File: src/sv/five_point_stencil_average_unit_assert.svh
// Assertion macros shared by the stencil average unit.
`ifndef FIVE_POINT_STENCIL_AVERAGE_UNIT_ASSERT_SVH
`define FIVE_POINT_STENCIL_AVERAGE_UNIT_ASSERT_SVH
// Same-cycle implication, sampled on clk_i, off while rst_ni is low.
`define FSPA_ASSERT_NOW(lbl, ante, cons, msg) \
  lbl: assert property (@(posedge clk_i) disable iff (!rst_ni) (ante) |-> (cons)) \
    else $error(msg);
// Next-cycle implication, sampled on clk_i, off while rst_ni is low.
`define FSPA_ASSERT_NEXT(lbl, ante, cons, msg) \
  lbl: assert property (@(posedge clk_i) disable iff (!rst_ni) (ante) |=> (cons)) \
    else $error(msg);
`endif

File: src/sv/fspa_pkg.sv
// Shared constants, codes and types of the stencil average unit.
package fspa_pkg;

  localparam int SAMPLE_BITS    = 24;
  localparam int SUM_BITS       = SAMPLE_BITS + 3;
  // floor(s / 5) == (s * ceil(2^30 / 5)) >> 30 for every s below 2^30
  localparam int DIV5_MUL_BITS  = 28;
  localparam logic [DIV5_MUL_BITS-1:0] DIV5_MUL = 28'd214748365;
  localparam int DIV5_SHIFT     = 30;
  localparam int PROD_BITS      = SUM_BITS + DIV5_MUL_BITS;

  localparam int MAX_WIDTH_DEF  = 512;
  localparam int MAX_HEIGHT_DEF = 4096;

  localparam int LW_BITS        = 10;
  localparam int FH_BITS        = 13;
  localparam int CFG_DATA_BITS  = 13;
  localparam int CFG_IDX_BITS   = 1;
  localparam int COL_OUT_BITS   = 9;
  localparam int ROW_OUT_BITS   = 12;

  localparam int LINE_WIDTH_RST   = 512;
  localparam int FRAME_HEIGHT_RST = 512;

  localparam int FIFO_DEPTH     = 4;

  localparam logic MODE_SAMPLE  = 1'b0;
  localparam logic MODE_DRAIN   = 1'b1;

  typedef enum logic [CFG_IDX_BITS-1:0] {
    REG_LINE_WIDTH   = 1'b0,
    REG_FRAME_HEIGHT = 1'b1
  } cfg_reg_e;

  typedef struct packed {
    logic [SAMPLE_BITS-1:0]  mean_value;
    logic [COL_OUT_BITS-1:0] out_col;
    logic [ROW_OUT_BITS-1:0] out_row;
    logic                    frame_end;
  } result_t;

endpackage

File: src/sv/fspa_out_fifo.sv
// Small result queue that decouples the filter pipeline from the receiver.
module fspa_out_fifo #(
  parameter int DEPTH = fspa_pkg::FIFO_DEPTH,
  localparam int PW = (DEPTH > 1) ? $clog2(DEPTH) : 1,
  localparam int CNTW = $clog2(DEPTH + 1)
) (
  input  logic              clk_i,
  input  logic              rst_ni,
  input  logic              push_i,
  input  fspa_pkg::result_t push_data_i,
  input  logic              pop_i,
  output fspa_pkg::result_t data_o,
  output logic              valid_o,
  output logic [CNTW-1:0]   count_o
);
  import fspa_pkg::*;

  result_t         mem_q [DEPTH];
  logic [PW-1:0]   wr_ptr_q, wr_ptr_d;
  logic [PW-1:0]   rd_ptr_q, rd_ptr_d;
  logic [CNTW-1:0] cnt_q, cnt_d;
  logic            do_pop;

  assign valid_o = (cnt_q != '0);
  assign do_pop  = pop_i && valid_o;
  assign data_o  = mem_q[rd_ptr_q];
  assign count_o = cnt_q;

  always_comb begin
    wr_ptr_d = wr_ptr_q;
    rd_ptr_d = rd_ptr_q;
    cnt_d    = cnt_q;
    if (push_i) begin
      wr_ptr_d = (wr_ptr_q == PW'(DEPTH - 1)) ? '0 : wr_ptr_q + PW'(1);
    end
    if (do_pop) begin
      rd_ptr_d = (rd_ptr_q == PW'(DEPTH - 1)) ? '0 : rd_ptr_q + PW'(1);
    end
    if (push_i && !do_pop) begin
      cnt_d = cnt_q + CNTW'(1);
    end else if (!push_i && do_pop) begin
      cnt_d = cnt_q - CNTW'(1);
    end
  end

  always_ff @(posedge clk_i or negedge rst_ni) begin
    if (!rst_ni) begin
      wr_ptr_q <= '0;
      rd_ptr_q <= '0;
      cnt_q    <= '0;
    end else begin
      wr_ptr_q <= wr_ptr_d;
      rd_ptr_q <= rd_ptr_d;
      cnt_q    <= cnt_d;
    end
  end

  always_ff @(posedge clk_i) begin
    if (push_i) begin
      mem_q[wr_ptr_q] <= push_data_i;
    end
  end

endmodule

File: config.mk
export PLATFORM = sky130hd
export DESIGN_NAME = fspa_out_fifo
export DESIGN_NICKNAME = d
export VERILOG_FILES = /design/src/sv/five_point_stencil_average_unit_assert.svh /design/src/sv/fspa_pkg.sv /design/src/sv/fspa_out_fifo.sv
export SDC_FILE = /design/constraint.sdc
export NUM_CORES = 1
export LEC_CHECK = 0
export BUFFER_PORTS_ARGS = -buffer_cell sky130_fd_sc_hd__buf_2
export CORE_MARGIN = 5
export CORE_UTILIZATION = 59
export CTS_BUF_LIST = sky130_fd_sc_hd__clkbuf_8
export CTS_CLUSTER_DIAMETER = 30
export DETAILED_ROUTE_END_ITERATION = 12
export GPL_TIMING_DRIVEN = 0
export PLACE_DENSITY = 0.87
export SLEW_MARGIN = 20
export SYNTH_ARGS = -nofsm -noshare
export SYNTH_HDL_FRONTEND = slang
export SYNTH_SLANG_ARGS = --single-unit
File: constraint.sdc
create_clock -name clk_i -period 2.5 [get_ports clk_i]
set_clock_uncertainty 0.05 [all_clocks]
set_input_delay 0.25 -clock clk_i [delete_from_list [all_inputs] [get_ports clk_i]]
set_output_delay 0.25 -clock clk_i [all_outputs]
set_load 0.1 [all_outputs]
# == Yosys cells after proc, flatten, opt, wreduce, memory -nomap -nowiden ==
# Memory sizes are Yosys's and may differ from the RTL's.
# Index checks and enable logic that the tools add are counted.
# W data, S select, Z words.
# op_classes
addsub,4
n_mul,0
div_mod_pow,0
n_lt_le_gt_ge,0
n_eq_ne,2
shift,0
mux,6
bitwise,0
reduce_logical,7
# op_table
op,n
$mux W3,2
$add A2 B1 Y2 const B,2
$eq A2 B2 Y1 const B,2
$mux W2,2
$add A3 B1 Y3 const B,1
$logic_and A1 B1 Y1,3
$reduce_bool A3 Y1,1
$sub A3 B1 Y3 const B,1
$logic_not A1 Y1,2
$mux W1,2
$reduce_bool A2 Y1,1
# totals
reg_bits,7
latch_bits,0
mem_bits_rw,184
mem_bits_ro,0
input_bits,50
out_inout_bits,50
elab_cells,23
n_memories,1
# memory_table
name,depth,width,read_ports,rd_clocked_by_memory_dff,write_ports,line,text
mem_q,4,46,1,0,1,fspa_out_fifo.sv:18,result_t mem_q [DEPTH];

# == Depth between registers and ports, before layout ==
# depth
ltp_word,5
depth_mapped,8
mapped_depth_nobuf,8

# == Worst setup path after synthesis ==
# Ideal clock, no wire load.
# synth_path
path_kind,register to register
from,"reg cnt_q[0], in the netlist count_o[0]"
to,"reg cnt_q[1], in the netlist count_o[1]"
setup_ns,0.126
arrival_ns,2.988
t_required_ns,2.324
setup_slack_ns,-0.664
path_stages_with_launch,7
path_buffers,0
period_less_slack_ns,3.164
cell_sequence,dfrtp_1 > or3_1 > nand2_1 > ha_1 > inv_1 > fa_1 > mux2_2
# synth_via
elab_chain_cells,5
word_cells_on_any_way,10
classes_between,add/sub: 2; mux: 2; reduce/logical: 6
# synth_rtl
item,line,text
from (decl),fspa_out_fifo.sv:21,"logic [CNTW-1:0] cnt_q, cnt_d;"
from (signal assigned),fspa_out_fifo.sv:54,cnt_q <= cnt_d;
$reduce_bool A3 Y1,fspa_out_fifo.sv:24,assign valid_o = (cnt_q != '0);
net valid_o,fspa_out_fifo.sv:13,"output logic valid_o,"
$logic_and A1 B1 Y1,fspa_out_fifo.sv:25,assign do_pop = pop_i && valid_o;
$logic_not A1 Y1,fspa_out_fifo.sv:39,if (push_i && !do_pop) begin
$logic_and A1 B1 Y1,fspa_out_fifo.sv:39,
$mux W3,fspa_out_fifo.sv:39,
net cnt_d[1],fspa_out_fifo.sv:21,
# The timed path passes the listed nets, and every way through them passes these cells. The select of a mux whose other input is x is not followed.
# A chain may end at the register's enable or synchronous reset.

==> metrics.txt <==
# TYPE chip_impl_metric gauge
chip_impl_info{name="outcome",value="finished, final reports clean"} 1
chip_impl_metric{name="finalNetCount",unit=""} 498
chip_impl_metric{name="cts.clk_slew.worst_paths",unit="ns"} 0.09
chip_impl_metric{name="final-instance-count-excl-fill",unit=""} 597
chip_impl_metric{name="grt_overflow_total",unit=""} 0
chip_impl_metric{name="synthDistinctLibCells",unit=""} 18
chip_impl_metric{name="cts_made_buffers",unit=""} 17
chip_impl_metric{name="timing.slew.headroom",unit="%"} 52.8
chip_impl_info{name="postSynth.topFlopCell",value="edfxtp_1"} 1
chip_impl_metric{name="numPortBuffers",unit=""} 99
chip_impl_info{name="critical_path.startpoint",value="rd_ptr_q[1]$_DFFE_PN0P_"} 1
chip_impl_metric{name="floorplan.die.width",unit="µm"} 119
chip_impl_metric{name="antennaDiodeCount",unit=""} 0
chip_impl_info{name="grt_setup_unrepaired",value="true"} 1
chip_impl_metric{name="antenna_violating_nets_post_route",unit=""} 0
chip_impl_metric{name="gr_util_all_layers",unit="%"} 19.0
chip_impl_info{name="cts_tree",value="built"} 1
chip_impl_info{name="hold_path.class",value="in2reg"} 1
chip_impl_metric{name="wl_met3",unit="µm"} 628
chip_impl_info{name="yosysMostFrequentCell",value="edfxtp_1"} 1
chip_impl_metric{name="yosys_warnings",unit=""} 0
chip_impl_info{name="ys_top_cells_by_area",value="edfxtp_1 (78%), mux4_2 (15%), dfrtp_1 (2.5%)"} 1
chip_impl_metric{name="syn-instance-count",unit=""} 276
chip_impl_metric{name="floorplan.initialDensity",unit="%"} 60.9
chip_impl_metric{name="cts_buffer_depth",unit=""} 2
chip_impl_metric{name="synth_seq_area_share",unit="%"} 81.0
chip_impl_info{name="yosys.area.top_type",value="edfxtp_1"} 1
chip_impl_metric{name="wl_met2",unit="mm"} 6.44
chip_impl_metric{name="synth_nets",unit=""} 333
chip_impl_metric{name="post-route-period-util",unit="%"} 95.2
chip_impl_metric{name="first_global_vias",unit=""} 3697
chip_impl_metric{name="die_y",unit="µm"} 119
chip_impl_metric{name="detailroute.via_count",unit=""} 3355
chip_impl_metric{name="die-area",unit="µm²"} 14200
chip_impl_metric{name="combined_area_of_the_multi_input_logic_cells",unit="µm²"} 1270
chip_impl_metric{name="layout.area.seq",unit="µm²"} 5710
chip_impl_metric{name="synth-seq-cells",unit=""} 191
chip_impl_metric{name="htree_levels",unit=""} 4
chip_impl_metric{name="wl_met1",unit="mm"} 5.12
chip_impl_metric{name="detailedPlace.worstSlack",unit="ns"} 0.245
chip_impl_metric{name="core_area",unit="µm²"} 11600
chip_impl_metric{name="synth_area",unit="µm²"} 7040
chip_impl_metric{name="drt_pass1_iterations",unit=""} 4
chip_impl_metric{name="detailed_place_hpwl",unit="mm"} 7.05
chip_impl_metric{name="avgSynthCellArea",unit="µm²"} 25.5
chip_impl_metric{name="synth-async-reset-ratio",unit="%"} 3.66
chip_impl_metric{name="crit_path_max_fo",unit=""} 10
chip_impl_metric{name="number_of_setup_violations_in_the_final_report",unit=""} 0
chip_impl_info{name="min_from",value="push_i"} 1
chip_impl_metric{name="cts.repair_timing.setup_buffer_count",unit=""} 0
chip_impl_metric{name="final_critical_path_setup_slack",unit="ns"} 0.121
chip_impl_metric{name="cts.sink_count",unit=""} 191
chip_impl_info{name="synth_commonest_cells",value="edfxtp_1 (184), mux4_2 (46), dfrtp_1 (7)"} 1
chip_impl_info{name="source_of_the_worst_register_to_register_timing_path",value="count_o[2]$_DFFE_PN0P_"} 1
chip_impl_metric{name="io_pins",unit=""} 100
chip_impl_info{name="top_layer",value="met4"} 1
chip_impl_metric{name="detail_route.wirelength",unit="mm"} 12.4
chip_impl_metric{name="final_layout_size_suffix_gt1_share",unit="%"} 42.7
chip_impl_info{name="worst_setup_path_start_kind",value="register"} 1
chip_impl_metric{name="num-fill-cells",unit=""} 631
chip_impl_metric{name="arr_time_crit_path",unit="ns"} 2.08
chip_impl_metric{name="post-synth-top-area-fraction",unit="%"} 78.5
chip_impl_metric{name="count_of_pins_over_their_slew_limit",unit=""} 0
chip_impl_metric{name="routabilityCongestion",unit=""} 0.722
chip_impl_metric{name="remaining_drc_errors",unit=""} 0
chip_impl_info{name="clock_tree.root_cell",value="clkbuf_8"} 1
chip_impl_metric{name="grt_start_max_net_pins",unit=""} 47
chip_impl_metric{name="cap_viol_max_count",unit=""} 0
chip_impl_metric{name="max_freq",unit="GHz"} 0.420
chip_impl_metric{name="finalHoldViolations",unit=""} 0
chip_impl_metric{name="drt_iter0_markers",unit=""} 238
chip_impl_metric{name="final.min_clock_period",unit="ns"} 2.38
chip_impl_metric{name="timing.critical_path.required",unit="ns"} 2.20
chip_impl_metric{name="placed_cells",unit=""} 518
chip_impl_metric{name="post_drt_via_cell_ratio",unit=""} 5.62
chip_impl_info{name="timing.setup.critical_path_class",value="reg2out"} 1
chip_impl_metric{name="num_rows",unit=""} 39
chip_impl_info{name="worst_setup_path_end_kind",value="output port"} 1
chip_impl_metric{name="number_of_antenna_violations_at_the_first_check_in_global_routing",unit=""} 0
chip_impl_metric{name="area_delta_synth_final",unit="%"} 22.9
chip_impl_metric{name="fin_util",unit="%"} 74.8
chip_impl_metric{name="wl_per_cell",unit="µm"} 20.8
chip_impl_metric{name="synth_edf_count",unit=""} 184
chip_impl_metric{name="first_pass_grt_wire_length",unit="mm"} 20.0
chip_impl_metric{name="insertion_delay",unit="ns"} 0.46
chip_impl_metric{name="max_slew.worst_pin.slew",unit="ns"} 0.708
==> logic make-up after synthesis <==
kind of cell | share of synthesized area [%]
flip-flops | 81.0
adder cells (fa/ha/maj) | 1.35
buffers and inverters | 1.19
AO/OA/AOI/OAI | 0.142
XOR/XNOR | 0.373
AND/OR/NAND/NOR | 0.764
multiplexers | 15.2
==> cell type report <==
| type | instances | share of cell area (%) |
|---|---|---|
| Multi-Input combinational cell | 72 | 14.7 |
| Tap cell | 143 | 2.07 |
| Timing Repair Buffer | 146 | 11.7 |
| Inverter | 3 | 0.130 |
| Sequential cell | 191 | 66.0 |
| Buffer | 10 | 0.897 |
| Clock inverter | 15 | 1.77 |
| Clock buffer | 17 | 2.71 |
==> cell usage in the layout, fill, tap and decap left out, types with 4 or more instances in the layout <==
master and count:
edfxtp_1 184, buf_2 84, dlygate4sd3_1 47, mux4_2 46
clkbuf_8 17, buf_4 16, ha_1 6, inv_1 5
clkbuf_4 5, and2_4 4, clkinv_2 4
==> flip-flops by register name (all words and copies together), names as in the netlist <==
register and count:
rd_ptr_q 2, wr_ptr_q 2, count_o 3, mem_q 184
==> worst paths after layout <==
kind,endpoint,slack (ns),cells past startpoint
max,data_o[4],0.12,4
min in group asynchronous,count_o[2]$_DFFE_PN0P_,0.12,2
max reg2reg,count_o[2]$_DFFE_PN0P_,0.22,8
min,wr_ptr_q[0]$_DFFE_PN0P_,0.05,2
min reg2reg,count_o[2]$_DFFE_PN0P_,0.48,1
max in group asynchronous,rd_ptr_q[0]$_DFFE_PN0P_,2.10,2
==> what timing repair did <==
| action | in CTS | in global routing |
|---|---|---|
| hold buffers | 47 | 0 |
| resized for setup | 4 | 29 |
| endpoints found under the setup margin | 4 | 23 |
| hold endpoints to repair | 191 | 0 |
==> per-layer routing <==
layer	GRT usage, %	vias up
met2	31.7	110
met5	0	-
met1	24.2	1726
met3	4.93	19
met4	7.24	0
li1	-	1500
==> metrics by stage <==
stage	cell area [µm²]	TNS (ns)	hold WS, ns
after floorplan	7050	0	-0.0956
after global placement	7730	-87.26	0.0343
after detailed placement	7740	0	0.0442
after CTS	8600	0	0.0127
after global routing	8650	-0.000950	0.0592
final	8650	0	0.0490
==> worst max-delay path: stages (launching register included) <==
cell	delay [ns]
dfrtp_1	0.37
buf_2	0.26
buf_2	0.32
mux4_2	0.25
buf_2	0.43
Power is not shown: default switching activity piles up to over one toggle a cycle in this logic, so the estimate is an artifact.
